### config.mk
export PLATFORM = sky130hd
export DESIGN_NAME = tap_hold_doubletap_key_resolver
export DESIGN_NICKNAME = d
export VERILOG_FILES = /design/src/hdl/thkr_pkg.sv /design/src/hdl/tap_hold_doubletap_key_resolver.sv /design/src/hdl/thkr_slots.sv
export SDC_FILE = /design/constraint.sdc
export NUM_CORES = 1
export LEC_CHECK = 0
export ABC_AREA = 0
export BUFFER_PORTS_ARGS = -buffer_cell sky130_fd_sc_hd__buf_2
export CORE_MARGIN = 2
export CORE_UTILIZATION = 60
export CTS_BUF_LIST = sky130_fd_sc_hd__clkbuf_4 sky130_fd_sc_hd__clkbuf_8
export CTS_CLUSTER_SIZE = 24
export DETAILED_ROUTE_END_ITERATION = 6
export PLACE_DENSITY = 0.76
export REMOVE_ABC_BUFFERS = 1
export SLEW_MARGIN = 20
export SYNTH_ARGS = -nofsm -noshare
export SYNTH_HDL_FRONTEND = slang
export SYNTH_SLANG_ARGS = --single-unit
export TNS_END_PERCENT = 20
### constraint.sdc
create_clock -name clk -period 9.5 [get_ports clk]
set_input_delay 0.95 -clock clk [delete_from_list [all_inputs] [get_ports clk]]
set_output_delay 0.95 -clock clk [all_outputs]
set_load 0.02 [all_outputs]
### src/hdl/thkr_pkg.sv
// types, codes and helpers shared by the key resolver
`default_nettype none
package thkr_pkg;

	localparam int SLOTS_DEF = 8;
	localparam logic [15:0] TERM_RESET = 16'd200;

	// request opcodes
	localparam logic [1:0] OP_PRESS   = 2'd0;
	localparam logic [1:0] OP_RELEASE = 2'd1;
	localparam logic [1:0] OP_OTHER   = 2'd2;
	localparam logic [1:0] OP_TICK    = 2'd3;

	// child bindings
	localparam logic [1:0] C_TAP   = 2'd0;
	localparam logic [1:0] C_HOLD  = 2'd1;
	localparam logic [1:0] C_LAYER = 2'd2;

	// status codes
	localparam logic [1:0] ST_OK   = 2'd0;
	localparam logic [1:0] ST_FULL = 2'd1;
	localparam logic [1:0] ST_IGN  = 2'd2;

	typedef enum logic [2:0] {
		M_FREE  = 3'd0,
		M_DOWN  = 3'd1,
		M_TAPP  = 3'd2,
		M_HOLD  = 3'd3,
		M_LAYER = 3'd4
	} mode_t;

	typedef enum logic [2:0] {
		S_IDLE,
		S_FIND,
		S_RESOLVE,
		S_NEWPRESS,
		S_SCAN,
		S_SECOND,
		S_END
	} state_t;

	typedef struct packed {
		logic [1:0]  op;
		logic [7:0]  position;
		logic [31:0] timestamp;
	} item_t;

	typedef struct packed {
		logic        action_valid;
		logic [1:0]  child;
		logic        pressed;
		logic [7:0]  action_position;
		logic [32:0] action_time;
		logic [1:0]  status;
		logic        last;
	} res_t;

	typedef struct packed {
		mode_t       mode;
		logic [7:0]  key;
		logic [32:0] deadline;
	} slot_t;

	typedef struct packed {
		logic        en;
		logic        load;
		mode_t       mode;
		logic [7:0]  key;
		logic [32:0] deadline;
	} slot_wr_t;

	function automatic res_t mk_act(input logic [1:0] child, input logic pressed,
			input logic [7:0] pos, input logic [32:0] t);
		res_t r;
		r = '0;
		r.action_valid    = 1'b1;
		r.child           = child;
		r.pressed         = pressed;
		r.action_position = pos;
		r.action_time     = t;
		r.status          = ST_OK;
		r.last            = 1'b0;
		return r;
	endfunction

	function automatic res_t mk_trail(input logic [1:0] status);
		res_t r;
		r = '0;
		r.status = status;
		r.last   = 1'b1;
		return r;
	endfunction

endpackage
`default_nettype wire

### src/hdl/tap_hold_doubletap_key_resolver.sv
// top level: tap / hold / tap-then-hold key resolver sequencer
//
// channel   direction  handshake               payload
// request   in         start, busy             item (op, position, timestamp)
// result    out        res_valid, one cycle    res (action fields, status, last)
// config    in         term_we                 term_wdata (tapping term, ms)
//
// press and release: the accept, a lookup pass over all SLOTS slots, a resolve and a closing step, plus a
// step for an action that follows another of the same slot and one for taking a new slot;
// other key and tick: the accept, a scan over all slots, a step per flushed tap, then the closing step.
// the slot scan goes one slot a cycle through the shared deadline comparator, held for each flushed tap.
// reset clears every slot to free and the tapping term to 200.
// results leave through an output register and cannot be held off.
`default_nettype none
module tap_hold_doubletap_key_resolver #(
	parameter int SLOTS = thkr_pkg::SLOTS_DEF
) (
	input  wire logic        clk,
	input  wire logic        arst_n,
	input  wire logic        start,
	output logic             busy,
	input  wire thkr_pkg::item_t item,
	output logic             res_valid,
	output thkr_pkg::res_t   res,
	input  wire logic        term_we,
	input  wire logic [15:0] term_wdata
);
	import thkr_pkg::*;

	localparam int IDX_W = (SLOTS > 1) ? $clog2(SLOTS) : 1;
	localparam int CNT_W = $clog2(SLOTS + 1);

	state_t           st_q, st_d, ret_q, ret_d;
	logic [1:0]       op_q, op_d;
	logic [7:0]       pos_q, pos_d;
	logic [31:0]      ts_q, ts_d;
	logic [CNT_W-1:0] cnt_q, cnt_d;
	logic             hit_q, hit_d, free_q, free_d;
	logic [IDX_W-1:0] hit_idx_q, hit_idx_d, free_idx_q, free_idx_d, tgt_q, tgt_d;
	logic [1:0]       status_q, status_d;
	res_t             sec_q, sec_d, pend_q, pend_d, res_q, res_d;
	logic             pend_v_q, pend_v_d, res_v_q, res_v_d;
	logic [15:0]      term_q;

	logic [IDX_W-1:0] cnt_idx, rd_idx, wr_idx;
	logic             cnt_last, ge, pending, fire;
	logic [32:0]      ts33, dl_new, t_sel;
	slot_t            slot;
	slot_wr_t         wr;
	logic             em_v;
	res_t             em;

	thkr_slots #(
		.SLOTS(SLOTS),
		.IDX_W(IDX_W)
	) u_slots (
		.clk   (clk),
		.arst_n(arst_n),
		.rd_idx(rd_idx),
		.rd    (slot),
		.wr_idx(wr_idx),
		.wr    (wr)
	);

	assign cnt_idx  = cnt_q[IDX_W-1:0];
	assign cnt_last = (cnt_q == CNT_W'(SLOTS - 1));
	assign rd_idx   = (st_q == S_RESOLVE) ? hit_idx_q : cnt_idx;
	assign ts33     = {1'b0, ts_q};
	assign dl_new   = ts33 + 33'(term_q);
	// the one shared deadline comparator
	assign ge       = (ts33 >= slot.deadline);
	assign pending  = (slot.mode == M_DOWN) || (slot.mode == M_TAPP);
	assign fire     = (op_q == OP_OTHER) ? (pending && (slot.key != pos_q))
	                                     : (pending && ge);
	assign t_sel    = ge ? slot.deadline : ts33;

	always_comb begin
		st_d       = st_q;
		ret_d      = ret_q;
		op_d       = op_q;
		pos_d      = pos_q;
		ts_d       = ts_q;
		cnt_d      = cnt_q;
		hit_d      = hit_q;
		hit_idx_d  = hit_idx_q;
		free_d     = free_q;
		free_idx_d = free_idx_q;
		tgt_d      = tgt_q;
		status_d   = status_q;
		sec_d      = sec_q;
		pend_d     = pend_q;
		pend_v_d   = pend_v_q;
		res_d      = res_q;
		res_v_d    = 1'b0;
		wr         = '0;
		wr.mode    = M_FREE;
		wr_idx     = cnt_idx;
		em_v       = 1'b0;
		em         = '0;
		case (st_q)
			S_IDLE: begin
				if (start) begin
					op_d     = item.op;
					pos_d    = item.position;
					ts_d     = item.timestamp;
					cnt_d    = '0;
					hit_d    = 1'b0;
					free_d   = 1'b0;
					status_d = ST_OK;
					pend_v_d = 1'b0;
					st_d     = (item.op == OP_PRESS || item.op == OP_RELEASE) ? S_FIND : S_SCAN;
				end
			end
			S_FIND: begin
				// lowest matching slot and lowest free slot in one pass
				if (slot.mode != M_FREE && slot.key == pos_q && !hit_q) begin
					hit_d     = 1'b1;
					hit_idx_d = cnt_idx;
				end
				if (slot.mode == M_FREE && !free_q) begin
					free_d     = 1'b1;
					free_idx_d = cnt_idx;
				end
				cnt_d = cnt_q + 1'b1;
				if (cnt_last) begin
					st_d = S_RESOLVE;
				end
			end
			S_RESOLVE: begin
				wr_idx = hit_idx_q;
				st_d   = S_END;
				if (op_q == OP_PRESS) begin
					if (!hit_q) begin
						if (free_q) begin
							tgt_d = free_idx_q;
							st_d  = S_NEWPRESS;
						end else begin
							status_d = ST_FULL;
						end
					end else if (slot.mode != M_TAPP) begin
						status_d = ST_IGN;
					end else if (ge) begin
						// late second press: flush the tap, then a fresh first press
						em_v    = 1'b1;
						em      = mk_act(C_TAP, 1'b1, slot.key, slot.deadline);
						sec_d   = mk_act(C_TAP, 1'b0, slot.key, slot.deadline);
						ret_d   = S_NEWPRESS;
						st_d    = S_SECOND;
						wr.en   = 1'b1;
						wr.mode = M_FREE;
						tgt_d   = (free_q && free_idx_q < hit_idx_q) ? free_idx_q : hit_idx_q;
					end else begin
						wr.en   = 1'b1;
						wr.mode = M_LAYER;
						em_v    = 1'b1;
						em      = mk_act(C_LAYER, 1'b1, slot.key, ts33);
					end
				end else begin
					if (!hit_q) begin
						status_d = ST_IGN;
					end else begin
						case (slot.mode)
							M_DOWN: begin
								wr.en = 1'b1;
								if (!ge) begin
									wr.mode = M_TAPP;
								end else begin
									wr.mode = M_FREE;
									em_v    = 1'b1;
									em      = mk_act(C_HOLD, 1'b1, slot.key, slot.deadline);
									sec_d   = mk_act(C_HOLD, 1'b0, slot.key, ts33);
									ret_d   = S_END;
									st_d    = S_SECOND;
								end
							end
							M_HOLD: begin
								wr.en   = 1'b1;
								wr.mode = M_FREE;
								em_v    = 1'b1;
								em      = mk_act(C_HOLD, 1'b0, slot.key, ts33);
							end
							M_LAYER: begin
								wr.en   = 1'b1;
								wr.mode = M_FREE;
								em_v    = 1'b1;
								em      = mk_act(C_LAYER, 1'b0, slot.key, ts33);
							end
							default: begin
								status_d = ST_IGN;
							end
						endcase
					end
				end
			end
			S_NEWPRESS: begin
				wr_idx      = tgt_q;
				wr.en       = 1'b1;
				wr.load     = 1'b1;
				wr.key      = pos_q;
				wr.deadline = dl_new;
				st_d        = S_END;
				// zero term: the deadline is already here
				if (term_q == '0) begin
					wr.mode = M_HOLD;
					em_v    = 1'b1;
					em      = mk_act(C_HOLD, 1'b1, pos_q, dl_new);
				end else begin
					wr.mode = M_DOWN;
				end
			end
			S_SCAN: begin
				cnt_d = cnt_q + 1'b1;
				st_d  = cnt_last ? S_END : S_SCAN;
				if (fire) begin
					em_v  = 1'b1;
					wr.en = 1'b1;
					if (slot.mode == M_DOWN) begin
						wr.mode = M_HOLD;
						em      = mk_act(C_HOLD, 1'b1, slot.key, t_sel);
					end else begin
						wr.mode = M_FREE;
						em      = mk_act(C_TAP, 1'b1, slot.key, t_sel);
						sec_d   = mk_act(C_TAP, 1'b0, slot.key, t_sel);
						ret_d   = cnt_last ? S_END : S_SCAN;
						st_d    = S_SECOND;
					end
				end
			end
			S_SECOND: begin
				em_v = 1'b1;
				em   = sec_q;
				st_d = ret_q;
			end
			S_END: begin
				res_v_d = 1'b1;
				if (pend_v_q) begin
					res_d      = pend_q;
					res_d.last = (status_q == ST_OK);
					pend_v_d   = 1'b0;
					if (status_q == ST_OK) begin
						st_d = S_IDLE;
					end
				end else begin
					res_d = mk_trail(status_q);
					st_d  = S_IDLE;
				end
			end
			default: begin
				st_d = S_IDLE;
			end
		endcase
		// one result held back so the final one can be marked last
		if (em_v) begin
			if (pend_v_q) begin
				res_v_d = 1'b1;
				res_d   = pend_q;
			end
			pend_d   = em;
			pend_v_d = 1'b1;
		end
	end

	always_ff @(posedge clk or negedge arst_n) begin
		if (!arst_n) begin
			st_q     <= S_IDLE;
			pend_v_q <= 1'b0;
			res_v_q  <= 1'b0;
			term_q   <= TERM_RESET;
		end else begin
			st_q     <= st_d;
			pend_v_q <= pend_v_d;
			res_v_q  <= res_v_d;
			if (term_we) begin
				term_q <= term_wdata;
			end
		end
	end

	always_ff @(posedge clk) begin
		ret_q      <= ret_d;
		op_q       <= op_d;
		pos_q      <= pos_d;
		ts_q       <= ts_d;
		cnt_q      <= cnt_d;
		hit_q      <= hit_d;
		hit_idx_q  <= hit_idx_d;
		free_q     <= free_d;
		free_idx_q <= free_idx_d;
		tgt_q      <= tgt_d;
		status_q   <= status_d;
		sec_q      <= sec_d;
		pend_q     <= pend_d;
		res_q      <= res_d;
	end

	assign busy      = (st_q != S_IDLE);
	assign res_valid = res_v_q;
	assign res       = res_q;

	a_last_idle: assert property (@(posedge clk) disable iff (!arst_n)
		res_valid && res.last |-> !busy)
		else $error("last result while request still in progress");

	a_accept_busy: assert property (@(posedge clk) disable iff (!arst_n)
		start && !busy |=> busy)
		else $error("accepted request did not raise busy");

	a_action_ok: assert property (@(posedge clk) disable iff (!arst_n)
		res_valid && res.action_valid |-> res.status == ST_OK)
		else $error("action result carries a nonzero status");

	a_done_last: assert property (@(posedge clk) disable iff (!arst_n)
		$fell(busy) |-> res_valid && res.last)
		else $error("request finished without a last result");

endmodule
`default_nettype wire

### src/hdl/thkr_slots.sv
// slot table: mode, key position and deadline of each slot
`default_nettype none
module thkr_slots #(
	parameter int SLOTS = thkr_pkg::SLOTS_DEF,
	parameter int IDX_W = 3
) (
	input  wire logic             clk,
	input  wire logic             arst_n,
	input  wire logic [IDX_W-1:0] rd_idx,
	output thkr_pkg::slot_t       rd,
	input  wire logic [IDX_W-1:0] wr_idx,
	input  wire thkr_pkg::slot_wr_t wr
);
	import thkr_pkg::*;

	mode_t       mode_q [SLOTS];
	logic [7:0]  key_q  [SLOTS];
	logic [32:0] dl_q   [SLOTS];

	always_ff @(posedge clk or negedge arst_n) begin
		if (!arst_n) begin
			for (int i = 0; i < SLOTS; i++) begin
				mode_q[i] <= M_FREE;
			end
		end else if (wr.en) begin
			mode_q[wr_idx] <= wr.mode;
		end
	end

	// key and deadline only change when a slot is taken
	always_ff @(posedge clk) begin
		if (wr.en && wr.load) begin
			key_q[wr_idx] <= wr.key;
			dl_q[wr_idx]  <= wr.deadline;
		end
	end

	always_comb begin
		rd.mode     = mode_q[rd_idx];
		rd.key      = key_q[rd_idx];
		rd.deadline = dl_q[rd_idx];
	end

endmodule
`default_nettype wire

==> impl_metrics.json <==
{
  "synthArstFlopShare": 0.0789,
  "drt_wl_total_um": 67100,
  "ant_nets": 0,
  "nets": 2068,
  "slew_violations": 0,
  "htreeDepth": 3,
  "endpoint_kind": "flip-flop",
  "rr_endpoint": "pend_q[18]",
  "clock_sinks": 570,
  "multi_input_area_um2": 9190,
  "synth-compound-area-share": 0.117,
  "synth_fa_ha_area_frac": 0.0252,
  "postCtsSetupRepairBufs": 0,
  "gr-total-overflow": 0,
  "fp.dieArea_um2": 45200,
  "top_usage_layer": "met2",
  "gp_congestion": 0.928,
  "r2r_slack_ps": 1460,
  "grt_start_max_net_pins": 47,
  "cp-endpoint": "pend_q[18]",
  "drt_iter0_markers": 2363,
  "gr-usage-met2": 0.481,
  "tightest_slew_ps": 1180,
  "synthSimpleGateAreaFrac": 0.0727,
  "seq_area_frac_synth": 0.629,
  "critPathLaunch": "st_q[1]",
  "die_w_um": 213,
  "grt_pass1_vias": 16900,
  "slowest_stage": "a21oi_4",
  "cts_tree": "yes",
  "pre_cts_slack_ps": 1350,
  "cts_buffer_depth": 3,
  "post-dp-hpwl_um": 41000,
  "reg2reg_depth": 17,
  "grt_use_met1": 0.424,
  "syn-mean-instance-area_um2": 14.3,
  "post_drt_via_cell_ratio": 6.62,
  "fill_cells": 3061,
  "yosys-top-cells-count": "477 x edfxtp_1, 146 x nor2_1, 99 x mux2i_1",
  "cts_root_buf": "clkbuf_8",
  "ys_ff_latch": 570,
  "cp_max_fo": 29,
  "p_leak_nw": 9.90,
  "num_vias": 17300,
  "post_dp_cell_area_um2": 27300,
  "core_area_um2": 43000,
  "path_buf_inv": 4,
  "post_synth_xor_area_fraction": 0.0114,
  "critical_path.cell_chain": "or3b_1 -> a21oi_4 -> buf_4 -> mux4_2 -> mux2i_1 -> ha_1 -> nand4_1 -> inv_1 -> a2111oi_0 -> o31ai_1 -> o21ai_4 -> inv_1 -> nand4_1 -> nand3_1 -> or3_1 -> or2_2 -> buf_4",
  "synth.most_common_cell": "edfxtp_1",
  "final_area_um2": 29200,
  "critPathLaunchType": "flip-flop",
  "drive_gt1_frac": 0.233,
  "path_clk_slew_ps": 70,
  "num_rows": 76,
  "postCtsHoldBufs": 0,
  "synth_cells": 1827,
  "antenna_found_initial": 0,
  "max_slew_margin": 0.210,
  "ys_top_cells_by_area": "edfxtp_1 55%, mux4_2 5.7%, dfrtp_1 4.0%, mux2i_1 3.8%, dfxtp_1 3.7%",
  "synth_cell_types": 86,
  "die_h_um": 213,
  "clk_latency_ps": 700,
  "finalWorstSetupSlack_ps": 1460,
  "syn_area_um2": 26100,
  "cp.required_ps": 9880,
  "worstHoldPathType": "input pin to async pin",
  "post-route-period-util": 0.847,
  "path_delay_family": "compound AO/OA/AOI/OAI gates",
  "io_buffers": 111,
  "ys.warnings.count": 0,
  "cts-resized-gates": 0,
  "wl_per_cell_um": 25.7,
  "worstSetupPathType": "flip-flop to flip-flop",
  "track_usage": 0.304,
  "clock.fmax_ghz": 0.124,
  "synth_top_family_by_area": "multiplexers",
  "fin_skew_ps": 46.8,
  "numCtsBuffers": 90,
  "antenna_cells": 0,
  "powerDensity_nw_per_um2": 267,
  "hold_viol": 0,
  "grt_pass1_wl_um": 101000,
  "drtPass1Iterations": 7,
  "synth_top_cell_by_area": "edfxtp_1",
  "synth_enable_flop_cells": 477,
  "rr_startpoint": "st_q[1]",
  "drcViolationCount": 0,
  "outcome": "finished, final reports clean",
  "synth_flop_cell": "edfxtp_1",
  "min_period_ps": 8040,
  "synthDominantCellAreaShare": 0.549,
  "register_area_um2": 16400,
  "setup_viol": 0,
  "area_delta_synth_final_pct": 11.8,
  "globalRouteMet3Util": 0.0520,
  "slowest_delay_ps": 900,
  "crit_arrival_ps": 8430,
  "ir_drop_uv": 231,
  "synth_mux_area_frac": 0.120,
  "cap_violations": 0,
  "p_total_mw": 7.80,
  "path_depth": 17,
  "grt_setup_unrepaired": "false",
  "io_pins": 112,
  "start_util": 0.607
}
## registers in the layout (all words and copies together), names as in the netlist
name	flops
cnt_q	4
tgt_q	3
st_q	3
pend_v_q	1
u_slots.key_q	64
ts_q	32
free_q	1
res_valid	1
status_q	2
free_idx_q	3
hit_idx_q	3
op_q	2
pend_q	45
pos_q	8
term_q	16
hit_q	1
sec_q	42
res	48
ret_q	3
u_slots.dl_q	264
u_slots.mode_q	24
## worst register-to-register path: stages (launching register included)
cell and delay (ps):
dfrtp_1 750, or3b_1 730, a21oi_4 900, buf_4 480, mux4_2 360, mux2i_1 320
ha_1 320, nand4_1 210, inv_1 60, a2111oi_0 770, o31ai_1 230, o21ai_4 520
inv_1 250, nand4_1 160, nand3_1 130, or3_1 540, or2_2 600, buf_4 390
## kinds of logic after synthesis
| group | after synthesis |
|---|---|
| compound gates | 413 |
| xor+xnor | 33 |
| fa+ha+maj | 52 |
| buf+inv | 142 |
| flops | 570 |
| mux | 220 |
| simple gates | 397 |
## layout by cell type (no fill, tap or decap), types with 19 or more instances in the layout
cell / count
mux2_2: 48
xnor2_1: 23
dfxtp_1: 48
buf_4: 37
clkbuf_4: 32
a21oi_1: 84
mux4_2: 66
nand2_1: 90
mux2i_1: 98
nand3_1: 31
inv_1: 25
and2_1: 20
o21ai_0: 51
nor2_1: 137
clkbuf_8: 98
a32o_1: 46
edfxtp_1: 477
dfrtp_1: 42
buf_2: 111
a31oi_1: 19
ha_1: 51
## layer usage
metal  routed length [µm]  part of all wire  vias to the layer above
met5                    0                 0                        -
met4                 2300             0.034                        0
met3                 5910             0.088                      164
met2                32200              0.48                      976
met1                26700              0.40                     8621
li1                     -                 -                     7540
## where the power goes
group          internal, mW  switching [mW]
Clock                  1.17           0.980
Combinational         0.878            1.46
Sequential             3.10           0.224
Total                  5.14            2.66
## worst min-delay path by stage
stage / startpoint / endpoint
final: arst_n / st_q[1]
after detailed placement: pend_q[7] / res[7]
after global placement: pend_q[43] / res[43]
after global routing: item[2] / ts_q[2]
after floorplan: pend_q[10] / res[10]
after CTS: arst_n / st_q[1]
## final cells by class
cell class	count	share of cell area
multi-input combinational	1115	0.315
inverter	27	0.00347
timing repair buffer	150	0.0302
clock inverter	38	0.00982
sequential	570	0.562
tap	585	0.0251
clock buffer	130	0.0544
## through the flow
step,setup TNS [ps],util,instances,hold WS [ps]
floorplan,-167270,-,1712,435
global placement,0,0.635,2446,437
detailed placement,0,0.635,2446,447
CTS,0,0.679,2614,350
global route,0,0.679,2615,398
finish,0,0.679,2615,372
Note: power is estimated with default switching activity, not from simulation.
